`config.mk`:
```
export PLATFORM = sky130hd
export DESIGN_NAME = elevator_look_scheduler_flat
export DESIGN_NICKNAME = d
export VERILOG_FILES = /design/src/rtl/elsch_pkg.sv /design/src/rtl/elsch_if.sv /design/src/rtl/elsch_cell.sv /design/src/rtl/elevator_look_scheduler.sv /design/src/flat_wrapper.sv
export VERILOG_INCLUDE_DIRS = /design/src /design/src/rtl
export SDC_FILE = /design/constraint.sdc
export NUM_CORES = 1
export LEC_CHECK = 0
export BUFFER_PORTS_ARGS = -buffer_cell sky130_fd_sc_hd__buf_2
export CAP_MARGIN = 10
export CORE_MARGIN = 1
export CORE_UTILIZATION = 57
export DETAILED_ROUTE_END_ITERATION = 8
export PLACE_DENSITY = 0.77
export SLEW_MARGIN = 20
export SYNTH_ARGS = -nofsm -noshare
export SYNTH_HDL_FRONTEND = slang
export SYNTH_HIERARCHICAL = 1
export SYNTH_SLANG_ARGS = --single-unit
```
`constraint.sdc`:
```
create_clock -name clk -period 9.95 [get_ports clk]
set_input_delay 1.4925 -clock clk [delete_from_list [all_inputs] [get_ports clk]]
set_output_delay 1.4925 -clock clk [all_outputs]
set_load 0.01 [all_outputs]
```
`src/rtl/assert_macros.svh`:
```
// assertion macros shared by the rtl
`ifndef ASSERT_MACROS_SVH
`define ASSERT_MACROS_SVH

`ifndef NO_ASSERTIONS

// property must hold at every clock out of reset
`define ELSCH_ASSERT(lbl, clk_i, rst_ni, prop, msg) \
  lbl: assert property (@(posedge clk_i) disable iff (!rst_ni) prop) else $error(msg);

// expression must never be true out of reset
`define ELSCH_NEVER(lbl, clk_i, rst_ni, expr, msg) \
  lbl: assert property (@(posedge clk_i) disable iff (!rst_ni) !(expr)) else $error(msg);

`else

`define ELSCH_ASSERT(lbl, clk_i, rst_ni, prop, msg)
`define ELSCH_NEVER(lbl, clk_i, rst_ni, expr, msg)

`endif

`endif

```
`src/rtl/elsch_pkg.sv`:
```
// types shared by the elevator scheduler modules
package elsch_pkg;

  typedef enum logic [1:0] {
    DIR_IDLE = 2'd0,
    DIR_UP   = 2'd1,
    DIR_DOWN = 2'd2
  } dir_t;

  // handed from each floor cell to the one above it
  typedef struct packed {
    logic car_below;
    logic up_any;
    logic down_any;
  } link_t;

  // broadcast to every floor cell
  typedef struct packed {
    logic fire;
    logic is_tick;
    dir_t dir;
  } cell_ctl_t;

endpackage

```
`src/rtl/elsch_if.sv`:
```
// request and result channel interfaces
interface elsch_in_if;
  logic       valid;
  logic       ready;
  logic       cmd;
  logic [3:0] floor;

  modport source (output valid, output cmd, output floor, input ready);
  modport sink (input valid, input cmd, input floor, output ready);
endinterface

interface elsch_out_if;
  logic       valid;
  logic       ready;
  logic [3:0] current_floor;
  logic [1:0] direction;
  logic       stopped;
  logic       already_here;

  modport source (output valid, output current_floor, output direction, output stopped,
                  output already_here, input ready);
  modport sink (input valid, input current_floor, input direction, input stopped,
                input already_here, output ready);
endinterface

```
`src/rtl/elsch_cell.sv`:
```
// one floor cell: up, down and deferred stop bits for a single floor
module elsch_cell (
  input  logic                  clk,
  input  logic                  rst_n,
  input  elsch_pkg::cell_ctl_t  ctl,
  input  logic                  split,
  input  logic                  at_pos,
  input  logic                  req_sel,
  input  elsch_pkg::link_t      link_in,
  output elsch_pkg::link_t      link_out,
  output logic                  up_q,
  output logic                  down_q,
  output logic                  def_q,
  output logic                  up_nxt,
  output logic                  down_nxt,
  output logic                  def_nxt,
  output logic                  stop_hit
);

  logic up_r, down_r, def_r;
  logic dir_up, dir_down;
  logic above, below;
  logic up_c, down_c;

  assign dir_up   = (ctl.dir == elsch_pkg::DIR_UP);
  assign dir_down = (ctl.dir == elsch_pkg::DIR_DOWN);
  assign above    = link_in.car_below;
  assign below    = !link_in.car_below && !at_pos;

  // clear on arrival, ripple emptiness upward
  always_comb begin
    up_c     = up_r && !(ctl.is_tick && dir_up && at_pos);
    down_c   = down_r && !(ctl.is_tick && dir_down && at_pos);
    stop_hit = ctl.is_tick && at_pos && ((dir_up && up_r) || (dir_down && down_r));
    link_out.car_below = link_in.car_below || at_pos;
    link_out.up_any    = link_in.up_any || up_c;
    link_out.down_any  = link_in.down_any || down_c;
  end

  // new marks and deferred split
  always_comb begin
    up_nxt   = up_c || (req_sel && dir_up && above) || (split && def_r && above);
    down_nxt = down_c || (req_sel && dir_down && below) || (split && def_r && below);
    def_nxt  = (def_r && !split) ||
               (req_sel && ((dir_up && !above) || (dir_down && !below)));
  end

  always_ff @(posedge clk) begin
    if (!rst_n) begin
      up_r   <= 1'b0;
      down_r <= 1'b0;
      def_r  <= 1'b0;
    end else if (ctl.fire) begin
      up_r   <= up_nxt;
      down_r <= down_nxt;
      def_r  <= def_nxt;
    end
  end

  assign up_q   = up_r;
  assign down_q = down_r;
  assign def_q  = def_r;

endmodule

```
`src/rtl/elevator_look_scheduler.sv`:
```
// top level: LOOK scheduler for one elevator car
//
//   channel   dir   payload                                         accepted when
//   in_chan   in    cmd, floor                                      valid && ready
//   out_chan  out   current_floor, direction, stopped, already_here valid && ready
//
// one transaction per cycle while out_chan is not stalled; its result is registered and shows the next cycle
// the critical path runs along the row of floor cells (position and emptiness ripple)
// in_chan.ready is high while the result register is empty or being drained
// synchronous reset puts the car at floor 0, idle, with every stop bit clear
`include "assert_macros.svh"

module elevator_look_scheduler #(
  parameter int FLOORS = 16
) (
  input  logic         clk,
  input  logic         rst_n,
  elsch_in_if.sink     in_chan,
  elsch_out_if.source  out_chan
);

  localparam int PW = $clog2(FLOORS);
  localparam int CW = (PW > 4) ? PW : 4;

  logic [PW-1:0]         car_r, car_nxt, car_mv, pos;
  elsch_pkg::dir_t       dir_r, dir_nxt, dir_req;
  logic                  fire, is_tick, here, req_valid;
  logic [CW-1:0]         floor_x, car_x, out_floor_x;
  logic [FLOORS-1:0]     pos_oh, req_oh;
  logic [FLOORS-1:0]     up_q, down_q, def_q, up_nxt, down_nxt, def_nxt, stop_vec;
  elsch_pkg::link_t      link [FLOORS+1];
  elsch_pkg::cell_ctl_t  ctl;
  logic                  split;
  logic                  out_valid_r, out_stop_r, out_here_r;
  logic [3:0]            out_floor_r;
  logic [1:0]            out_dir_r;

  assign fire    = in_chan.valid && in_chan.ready;
  assign is_tick = in_chan.cmd;
  assign floor_x = CW'(in_chan.floor);
  assign car_x   = CW'(car_r);

  assign here      = !is_tick && (floor_x == car_x);
  assign req_valid = !is_tick && !here && (int'(in_chan.floor) < FLOORS);
  assign dir_req   = (dir_r != elsch_pkg::DIR_IDLE) ? dir_r :
                     ((floor_x > car_x) ? elsch_pkg::DIR_UP : elsch_pkg::DIR_DOWN);

  always_comb begin
    car_mv = car_r;
    if (dir_r == elsch_pkg::DIR_UP && (|up_q) && car_r != PW'(FLOORS - 1)) begin
      car_mv = car_r + 1'b1;
    end else if (dir_r == elsch_pkg::DIR_DOWN && (|down_q) && car_r != '0) begin
      car_mv = car_r - 1'b1;
    end
  end

  assign pos     = is_tick ? car_mv : car_r;
  assign pos_oh  = {{(FLOORS-1){1'b0}}, 1'b1} << pos;
  assign req_oh  = req_valid ? ({{(FLOORS-1){1'b0}}, 1'b1} << in_chan.floor) : '0;
  assign car_nxt = is_tick ? car_mv : car_r;

  always_comb begin
    ctl.fire    = fire;
    ctl.is_tick = is_tick;
    ctl.dir     = is_tick ? dir_r : dir_req;
  end

  assign link[0] = '0;

  for (genvar i = 0; i < FLOORS; i++) begin : g_cell
    elsch_cell u_cell (
      .clk      (clk),
      .rst_n    (rst_n),
      .ctl      (ctl),
      .split    (split),
      .at_pos   (pos_oh[i]),
      .req_sel  (req_oh[i]),
      .link_in  (link[i]),
      .link_out (link[i+1]),
      .up_q     (up_q[i]),
      .down_q   (down_q[i]),
      .def_q    (def_q[i]),
      .up_nxt   (up_nxt[i]),
      .down_nxt (down_nxt[i]),
      .def_nxt  (def_nxt[i]),
      .stop_hit (stop_vec[i])
    );
  end

  // reverse when the current direction has run dry
  assign split = is_tick &&
                 ((dir_r == elsch_pkg::DIR_UP && !link[FLOORS].up_any) ||
                  (dir_r == elsch_pkg::DIR_DOWN && !link[FLOORS].down_any));

  always_comb begin
    dir_nxt = dir_r;
    if (is_tick) begin
      if (dir_r == elsch_pkg::DIR_UP && !link[FLOORS].up_any) begin
        dir_nxt = elsch_pkg::DIR_DOWN;
      end else if (dir_r == elsch_pkg::DIR_DOWN && !link[FLOORS].down_any) begin
        dir_nxt = elsch_pkg::DIR_UP;
      end
      if (!((|up_nxt) || (|down_nxt) || (|def_nxt))) begin
        dir_nxt = elsch_pkg::DIR_IDLE;
      end
    end else if (req_valid) begin
      dir_nxt = dir_req;
    end
  end

  assign out_floor_x = CW'(car_nxt);

  always_ff @(posedge clk) begin
    if (!rst_n) begin
      car_r       <= '0;
      dir_r       <= elsch_pkg::DIR_IDLE;
      out_valid_r <= 1'b0;
    end else if (fire) begin
      car_r       <= car_nxt;
      dir_r       <= dir_nxt;
      out_valid_r <= 1'b1;
    end else if (out_chan.ready) begin
      out_valid_r <= 1'b0;
    end
  end

  always_ff @(posedge clk) begin
    if (fire) begin
      out_floor_r <= out_floor_x[3:0];
      out_dir_r   <= dir_nxt;
      out_stop_r  <= |stop_vec;
      out_here_r  <= here;
    end
  end

  assign in_chan.ready          = !out_valid_r || out_chan.ready;
  assign out_chan.valid         = out_valid_r;
  assign out_chan.current_floor = out_floor_r;
  assign out_chan.direction     = out_dir_r;
  assign out_chan.stopped       = out_stop_r;
  assign out_chan.already_here  = out_here_r;

  `ELSCH_ASSERT(a_idle_empty, clk, rst_n,
    (dir_r == elsch_pkg::DIR_IDLE) |-> (up_q == '0 && down_q == '0 && def_q == '0),
    "idle car with pending stops")
  `ELSCH_NEVER(a_car_range, clk, rst_n, int'(car_r) > FLOORS - 1, "car outside the building")
  `ELSCH_NEVER(a_flags_excl, clk, rst_n, out_valid_r && out_stop_r && out_here_r,
    "stop and already-here together")
  `ELSCH_ASSERT(a_req_no_stop, clk, rst_n, (fire && !is_tick) |=> !out_stop_r,
    "request reported a stop")

endmodule

```
`src/flat_wrapper.sv`:
```
// flat-port wrapper written by rule: the top's interface ports become plain ports
module elevator_look_scheduler_flat 
#(
  parameter int FLOORS = 16
)
  (clk, rst_n, in_chan_valid, in_chan_cmd, in_chan_floor, in_chan_ready, out_chan_valid, out_chan_current_floor, out_chan_direction, out_chan_stopped, out_chan_already_here, out_chan_ready);
  elsch_in_if in_chan_i ();
  elsch_out_if out_chan_i ();
  input  logic clk;
  input  logic rst_n;
  input wire logic [$bits(in_chan_i.valid)-1:0] in_chan_valid;
  input wire logic [$bits(in_chan_i.cmd)-1:0] in_chan_cmd;
  input wire logic [$bits(in_chan_i.floor)-1:0] in_chan_floor;
  output wire logic [$bits(in_chan_i.ready)-1:0] in_chan_ready;
  output wire logic [$bits(out_chan_i.valid)-1:0] out_chan_valid;
  output wire logic [$bits(out_chan_i.current_floor)-1:0] out_chan_current_floor;
  output wire logic [$bits(out_chan_i.direction)-1:0] out_chan_direction;
  output wire logic [$bits(out_chan_i.stopped)-1:0] out_chan_stopped;
  output wire logic [$bits(out_chan_i.already_here)-1:0] out_chan_already_here;
  input wire logic [$bits(out_chan_i.ready)-1:0] out_chan_ready;
  assign in_chan_i.valid = in_chan_valid;
  assign in_chan_i.cmd = in_chan_cmd;
  assign in_chan_i.floor = in_chan_floor;
  assign in_chan_ready = in_chan_i.ready;
  assign out_chan_valid = out_chan_i.valid;
  assign out_chan_current_floor = out_chan_i.current_floor;
  assign out_chan_direction = out_chan_i.direction;
  assign out_chan_stopped = out_chan_i.stopped;
  assign out_chan_already_here = out_chan_i.already_here;
  assign out_chan_i.ready = out_chan_ready;
  elevator_look_scheduler #(.FLOORS(FLOORS)) u_core (.clk(clk), .rst_n(rst_n), .in_chan(in_chan_i), .out_chan(out_chan_i));
endmodule
```
## Word-level counts from Yosys, hierarchy flattened

Index checks and enable logic that the tools add are counted.

| storage, ports and cells | value |
|---|---|
| output and inout port bits | 10 |
| flip-flop bits (word level) | 63 |
| word-level logic and storage cells | 657 |
| input port bits | 9 |

| operators by class | value |
|---|---|
| shifts and indexed selects | 2 |
| reductions and logical operators | 577 |
| add/subtract/negate cells | 2 |
| magnitude comparators | 1 |
| equality and inequality tests | 6 |
| mux-type cells | 14 |

Operators with widths:

| cell | number |
|---|---|
| logical AND 1 bit | 327 |
| logical OR 1 bit | 158 |
| OR reduction 16 bit | 6 |
| zero test 1 bit | 83 |
| left shift 1 x 4 -> 16 bit (first input constant) | 2 |
| 2-to-1 mux 16 bit | 1 |
| 2-to-1 mux 2 bit | 8 |
| 2-to-1 mux 4 bit | 3 |
| adder 4 x 1 -> 4 bit (second input constant) | 1 |
| equality test 2 x 1 -> 1 bit (second input constant) | 2 |
| equality test 2 bit (second input constant) | 2 |
| equality test 4 bit | 1 |
| > comparator 4 bit | 1 |
| inequality test 4 bit (second input constant) | 1 |
| nonzero test 2 bit | 2 |
| nonzero test 4 bit | 1 |
| subtractor 4 x 1 -> 4 bit (second input constant) | 1 |
| 2-to-1 mux 1 bit | 2 |

## Longest topological paths before layout

Gate-level depths: netlist of run 1.

| depth | value |
|---|---|
| depth in word-level cells | 37 |
| gate-level depth with buffers | 41 |
| gate-level depth less buffers | 40 |

## Modules after synthesis

The synthesis of run 1 kept the hierarchy.

By module, submodules not included:

| module | cells each | area each (um2) | seq. area each (um2) | times used |
|---|---|---|---|---|
| elsch_cell | 35 | 247.7 | 60.1 | 16 |
| elevator_look_scheduler | 190 | 1441.4 | 380.4 | 1 |

## Least setup slack after synthesis of run 1

No wires, ideal clock.

| timing | value |
|---|---|
| path type | input -> register |
| start | input port in_chan_floor[1] |
| end | register u_core.out_dir_r[0], in the netlist u_core/out_chan.direction[0], data pin |
| required time | 9.690 ns |
| buffers on the path | 0 |
| path slack | 0.287 ns |
| stages on the path | 33 |
| setup time | 0.260 ns |
| arrival time | 9.403 ns |
| path through | ha_1 -> nor2b_1 -> o211ai_1 -> a21oi_1 -> o31ai_1 -> nand2b_1 -> o21ai_1 -> nand2b_1 -> nand2b_1 -> nand2b_1 -> nand2b_1 -> nand2b_1 -> nand2b_1 -> nand2b_1 -> nand2b_1 -> nand2b_1 -> nand2b_1 -> nand2b_1 -> nand2b_1 -> nand2b_1 -> nand2b_1 -> nand2b_1 -> nand2b_1 -> inv_1 -> nand3_1 -> o21ai_0 -> and2_1 -> o22ai_1 -> nor4_1 -> nand4_1 -> nor4_1 -> or3_1 -> nand3_1 |

RTL lines:

| element | RTL line | text |
|---|---|---|
| from (decl) | flat_wrapper.sv:13 | `input wire logic [$bits(in_chan_i.floor)-1:0] in_chan_floor;` |
| to (signal assigned) | elevator_look_scheduler.sv:130 | `out_dir_r <= dir_nxt;` |
| to (decl) | elevator_look_scheduler.sv:36 | `logic [1:0] out_dir_r;` |

==> summary.md, run 1 <==
| Metric | Value |
|---|---|
| Status | completed |
| Global-route wire length before repair | roughly 29 mm |
| Largest net degree at the start of global routing | 88 |
| Core area | just over 9000 um2 |
| Synth cell count leaders | 108 x nand2_1, 70 x nand3_1, 68 x nand2b_1 |
| Ant. Diodes | 0 |
| Worst Skew | 0.00990 ns |
| DRT Pass-1 Iters | 6 |
| Ratio of final minimum period to clock period | between 80% and 90% |
| GR Overflow Total | 0 |
| Worst path slowest cell | a22oi_1 |
| Peak fanout along the critical path | 12 |
| Wirelength, routed | 17.8 mm |
| Total power | 645 uW |
| Yosys top cell area share | around 20% |
| Launch point of the worst reg-to-reg path | u_core/car_r[0] |
| Crit Path Class | flip-flop to flip-flop |
| Post-layout minimum cycle time | between 8 and 9 ns |
| Root Buffer | clkbuf_8 |
| Initial antenna violation count | 0 |
| Setup tns final | 0 ns |
| Clk slew on worst S/H paths | approximately 0.080 ns |
| Count of pins over their slew limit | 0 |
| VDD IR max | approximately 0.065 mV |
| Post-DP HPWL | approximately 13 mm |
| Crit start category | flip-flop |
| Buffers on Ports | 18 |
| Layout cells sized above 1 | 12.9% |
| Min-Delay Startpoint | u_core/g_cell[12].u_cell/def_q |
| CTS Buf Count | 9 |
| DRC violation count after routing | 0 |
| Synth Instances | 750 |
| Avg Synthesized Cell Area | 7.21 um2 |
| Post-route ant nets | 0 |
| Initial Util | approximately 60% |
| DR vias | about 6200 |
| Die width | roughly 100 um |
| Critical Path RT | slightly above 10 ns |
| Seq/Total Area, Yosys | between 20 and 25% |
| Area delta synth->final | 9.17% |
| R2r setup slk | around 1.1 ns |
| MaxCap Viol Count | 0 |
| Hold_buf cts | 0 |
| Vias in the first global route | 5564 |
| Max Freq | ~110 MHz |
| Leakage | roughly 0.0019 uW |
| Post-CTS Setup Inserts | 0 |
| CTS tree | built |
| Routed WL per cell | around 20 um |
| Final Hold Fails | 0 |
| RSZ-0062 raised after global routing | no |
| Clock Path Buffers | 2 |
| Ys flop type | dfxtp_1 |
| Initial DRC Count | roughly 700 |
| CTS sink count | 63 |
| Die height | just under 100 um |
| EDFF count, synth | 8 |
| Worst path most repeated cell | or2_4 |
| Synthesized flop and latch total | 63 |
| Worst Max-Slew Pin Slew | ~0.95 ns |
| CP arrival | 8.99 ns |
| Hold path depth | 2 |
| CTS H-tree depth | 3 |
| Full die area | 9880 um2 |
| GPL Wtd Cong | approximately 0.96 |
| Clk_lat worst skew | 0.35 ns |
| Cell Area, Synth | about 5400 um2 |
| Rel. slew slack | 36.1% |
| Drt via density | just under 7 |
| Final Net Count | 801 |
| Reg-to-Reg End | u_core/out_chan.direction[0] |
| Asr flop ratio synth | 0% |
| Synth cell types | between 50 and 60 |
| Most numerous cell in the Yosys netlist | nand2_1 |
| # setup viols final | 0 |
| WHS Endpoint | u_core/g_cell[12].u_cell/def_q |
| FP Rows | 35 |
| Crit end category | flip-flop |
| Synth area leader | dfxtp_1 |
| Synth warn | 6 |
| Max incr delay on CP | about 0.7 ns |
| Power Dens Cells | approximately 110 nW/um2 |
| Reg2Reg Depth | 31 |
| Worst hold path class | flip-flop to flip-flop |
| Top Ports | 19 |
| CTS resizes | 0 |
| Synth area leaders | dfxtp_1 20%, nand2b_1 7.9%, nand2_1 7.5% |
| GRT Util Overall | 36.8% |
==> routing by layer <==
layer	part of all wire, %	global-route usage, %	vias up
met2	43	54.2	389
met3	12	10.2	55
met5	0	0	-
li1	-	-	2867
met1	41	49.8	2845
met4	3.8	17.3	0
==> layout make-up <==
class	instances	area (um2)
clock buffers	13	170
clock inverters	3	15.0
fillers	808	3300
inverters	44	169
multi-input cells	642	3900
flip-flops and latches	63	1340
well taps	111	139
repair buffers	26	163
==> critical path, delay by kind of cell, from the launching register on <==
kind                       cells  cell delay [ns]
and+or+nand+nor               25             6.38
DFF                            1             0.56
AOI/OAI and AO/OA              4             1.33
buffers and inverters          1             0.12
adders and majority gates      1             0.24
==> report_power, final <==
part	internal [uW]	switching [uW]
Clock	112	109
Combinational	53.5	106
Sequential	261	4.20
Total	426	219
==> worst max path at each step <==
stage / start / end / slack (ns) / cells past startpoint
2_1_floorplan: in_chan_floor[1] / u_core/out_chan.direction[0] / 0.29 / 33
3_3_place_gp: in_chan_cmd / u_core/out_chan.direction[0] / 1.20 / 27
3_5_place_dp: in_chan_cmd / u_core/out_chan.direction[0] / 1.05 / 27
4_1_cts: u_core/car_r[0] / u_core/out_chan.direction[0] / 1.32 / 31
5_1_grt: u_core/car_r[0] / u_core/out_chan.direction[0] / 0.87 / 31
6_report: u_core/car_r[0] / u_core/out_chan.direction[0] / 1.06 / 31
==> metrics by stage <==
| stage | setup slack, ns | instances | instance area (um2) | util [%] | hold WS, ns |
|---|---|---|---|---|---|
| 2_1_floorplan | 0.287 | 755 | 5420 | - | 0.464 |
| 3_3_place_gp | 1.20 | 886 | 5720 | 62.1 | 0.475 |
| 3_5_place_dp | 1.05 | 886 | 5720 | 62.1 | 0.484 |
| 4_1_cts | 1.32 | 902 | 5900 | 64.2 | 0.495 |
| 5_1_grt | 0.872 | 902 | 5900 | 64.2 | 0.525 |
| 6_report | 1.06 | 902 | 5900 | 64.2 | 0.494 |
==> cells by family after synthesis <==
kind of cell               Yosys count  synth area share, %
adders and majority gates            6                 1.39
AOI/OAI and AO/OA                  242                 30.1
xor gates and xnor gates             4                 1.13
DFF                                 63                 24.8
buffers and inverters               50                 3.63
and+or+nand+nor                    384                 38.9
other                                1               0.0694
==> cells in the final DEF, fill, tap and decap left out, types with 4 or more instances in the layout <==
| cell type | n |
|---|---|
| a21oi_1 | 23 |
| a22oi_1 | 17 |
| a2bb2oi_1 | 16 |
| buf_2 | 18 |
| buf_4 | 7 |
| clkbuf_8 | 10 |
| clkinv_2 | 4 |
| conb_1 | 6 |
| dfxtp_1 | 55 |
| edfxtp_1 | 8 |
| ha_1 | 6 |
| inv_1 | 39 |
| nand2_1 | 107 |
| nand2b_1 | 68 |
| nand3_1 | 70 |
| nand3b_1 | 18 |
| nand4_1 | 6 |
| nor2_1 | 18 |
| nor2b_2 | 16 |
| nor3_1 | 21 |
| nor4_1 | 25 |
| o211ai_1 | 34 |
| o21a_1 | 16 |
| o21ai_0 | 24 |
| o21ai_1 | 64 |
| o22ai_1 | 18 |
| o31ai_2 | 16 |
| or2_4 | 16 |
==> flip-flops by register name, indices dropped and copies added (netlist names) <==
register	count
u_core/dir_r	2
u_core/out_chan.valid	1
u_core/car_r	4
u_core/out_chan.stopped	1
u_core/out_chan.direction	2
u_core/out_chan.already_here	1
u_core/g_cell.u_cell/down_q	16
u_core/out_chan.current_floor	4
u_core/g_cell.u_cell/up_q	16
u_core/g_cell.u_cell/def_q	16
(Power assumes the default switching activity.)
==> inputs of run 2 (changes only) <==
- ABC_AREA: unset -> 1
- CORE_UTILIZATION: 57 -> 58
- PLACE_DENSITY: 0.77 -> 0.78
- RECOVER_POWER: unset -> 50
==> run 2 against run 1 <==
Net effect:
- critical endpoint is now u_core/dir_r[0]
- clock power increased by 27%
- maximum frequency rose by 9.2%
- area after synthesis up 9.3%
- largest power group unchanged
- the flow now finishes with violations (max-capacitance violations, max-slew violations)
==> summary.md, run 2 <==
| Metric | Value |
|---|---|
| Largest net degree at the start of global routing | 50 |
| Failing checks | max-capacitance violations, max-slew violations |
| DRC violation count after routing | 0 |
| FP Rows | 36 |
| Synth cell count leaders | 289 x nand2_1, 237 x inv_1, 109 x nand3_1 |
| GRT met1 Usage | roughly 43% |
| Avg Synthesized Cell Area | between 5 and 6 um2 |
| Count of pins over their slew limit | between 80 and 90 |
| Most numerous cell in the Yosys netlist | nand2_1 |
| Worst path most repeated cell | nand2_1 |
| Max incr delay on CP | 0.99 ns |
| Top Family by Delay on Critical Path | simple AND/OR/NAND/NOR gates |
| Full die area | around 11000 um2 |
| RSZ-0062 raised after global routing | no |
| Die height | 103 um |
| Clk slew on worst S/H paths | approximately 0.07 ns |
| Area delta synth->final | 8.16% |
| Max Freq | roughly 120 MHz |
| Synth warn | 6 |
| Ant. Diodes | 0 |
| R2r setup slk | 3.14 ns |
| Worst hold path class | flip-flop to flip-flop |
| Post-DP HPWL | approximately 13 mm |
| Total power | 861 uW |
| DRT Pass-1 Iters | 6 |
| Core area | just under 10000 um2 |
| CTS resizes | 0 |
| DR vias | approximately 6500 |
| Status | complete, but fails checks |
| GRT met3 Usage | under 10% |
| CP arrival | approximately 8.4 ns |
| Routed WL per cell | around 13 um |
| Synthesized flop and latch total | 63 |
| Worst Skew | approximately 0.011 ns |
| GPL Wtd Cong | approximately 0.96 |
| Vias in the first global route | between 5000 and 6000 |
| Crit Path Class | primary input to flip-flop |
| VDD IR max | between 0.06 and 0.07 mV |
| Crit end category | flip-flop |
| Commonest cells after routing, fill and taps aside | 291 x nand2_1, 237 x inv_1, 110 x nand3_1, 77 x nor2_1, 55 x dfxtp_1 |
| Synth area leader | dfxtp_1 |
| Wirelength, routed | 16.4 mm |
| Yosys top cell area share | 18.6% |
| Initial Util | between 60 and 70% |
| Hold_buf cts | 0 |
| Synth area leaders | dfxtp_1 19%, nand2_1 18%, inv_1 15% |
| Most common cell after layout, fill and taps aside | nand2_1 |
| Cell Area, Synth | between 5000 and 6000 um2 |
| Placed cell areas | around 6200 um2 |
| Asr flop ratio synth | 0% |
| Final Net Count | approximately 1100 |
| Crit start category | primary input |
| EDFF count, synth | 8 |
| Worst path slowest cell | clkbuf_1 |
| Synth cell types | 26 |
| Root Buffer | clkbuf_8 |
| Synth Instances | about 1100 |
| GR Overflow Total | 0 |
| Worst path buffer plus inverter count | 23 |
| # setup viols final | 0 |
| Buffers on Ports | 18 |
| Clk_lat worst skew | ~0.36 ns |
| Initial antenna violation count | 0 |
| Die width | approximately 100 um |
| Drt via density | ~5.3 |
| GRT Util Overall | between 30 and 40% |
| CTS H-tree depth | 3 |
| Final Hold Fails | 0 |
| Post-layout minimum cycle time | 8.14 ns |
| MaxCap Viol Count | 2 |
| CTS sink count | between 60 and 70 |
| Setup tns final | 0 ns |
| Global-route wire length before repair | roughly 26 mm |
| Initial DRC Count | ~470 |
| Worst Max-Slew Pin Slew | approximately 2.2 ns |
| Leakage | roughly 0.0037 uW |
| Final instance area | 6390 um2 |
| Ys flop type | dfxtp_1 |
| Clock Path Buffers | 2 |
| Seq/Total Area, Yosys | between 20 and 25% |
| Layout cells sized above 1 | between 10% and 20% |
| Critical Path RT | 10.21 ns |
| CTS tree | built |
| CTS Buf Count | 9 |
| Ratio of final minimum period to clock period | between 80% and 90% |
| M2 GR Usage | between 50% and 60% |
| Post-CTS Setup Inserts | 0 |
| Peak fanout along the critical path | 28 |
| Power Dens Cells | 135 nW/um2 |
| Most Crowded Layer GR | met2 |
| Rel. slew slack | -45.2% |
| Top Ports | 19 |
| Post-route ant nets | 0 |
run 2: cell count changes after synthesis, sizes merged, moves of 19 or more:
cell | before | now
a21oi | 23 | 44
inv | 43 | 259
nand2 | 108 | 333
nand2b | 68 | 0
nand3 | 71 | 127
nor2 | 18 | 122
nor2b | 19 | 0
o211ai | 34 | 0
o21ai | 89 | 23
run 2: final timing paths:
path,from,to,cells after the start
worst max-delay path,in_chan_cmd,u_core/dir_r[0],57
worst min-delay path,u_core/out_chan.valid,u_core/out_chan.valid,2
worst max register to register,u_core/car_r[0],u_core/dir_r[0],52
worst min register to register,u_core/out_chan.valid,u_core/out_chan.valid,2
run 2: kinds of logic after synthesis:
kind of cell	after synthesis	synth area share [%]
and+or+nand+nor	633	51.0
adders and majority gates	6	1.27
xor gates and xnor gates	3	0.445
DFF	63	22.7
buffers and inverters	262	17.0
other	1	0.0635
AOI/OAI and AO/OA	83	7.56
run 2: area by class of cell:
| cell class | instances | area, um2 |
|---|---|---|
| flip-flops and latches | 63 | 1340 |
| clock inverters | 6 | 109 |
| repair buffers | 24 | 111 |
| fillers | 973 | 3430 |
| well taps | 133 | 166 |
| multi-input cells | 729 | 3560 |
| inverters | 259 | 975 |
| clock buffers | 10 | 128 |
run 2: stage by stage:
stage                     hold slack [ns]  utilization (%)  cells  worst slack [ns]
after floorplan                     0.537                -   1054             0.561
after global placement              0.495             63.2   1208              2.39
after detailed placement            0.497             63.2   1208              2.30
after CTS                           0.508             65.6   1224              2.62
after global routing                0.561             65.0   1224              1.00
final                               0.511             65.0   1224              1.81
run 2: power breakdown:
group          total (uW)  internal (uW)  switching (uW)
combinational         286           84.0             202
sequential            296            279            16.6
clock                 280            166             114
total                 861            529             332
run 2: worst min-delay path, stage by stage, from the launching register on:
cell and delay (ns):
dfxtp_1 0.31, nand2_1 0.09, a21oi_1 0.07
run 2: per-layer routing:
layer,wire (um),vias to the layer above
met1,7240,2897
met2,7340,261
met4,409,0
met5,0,-
met3,1420,36
li1,-,3303
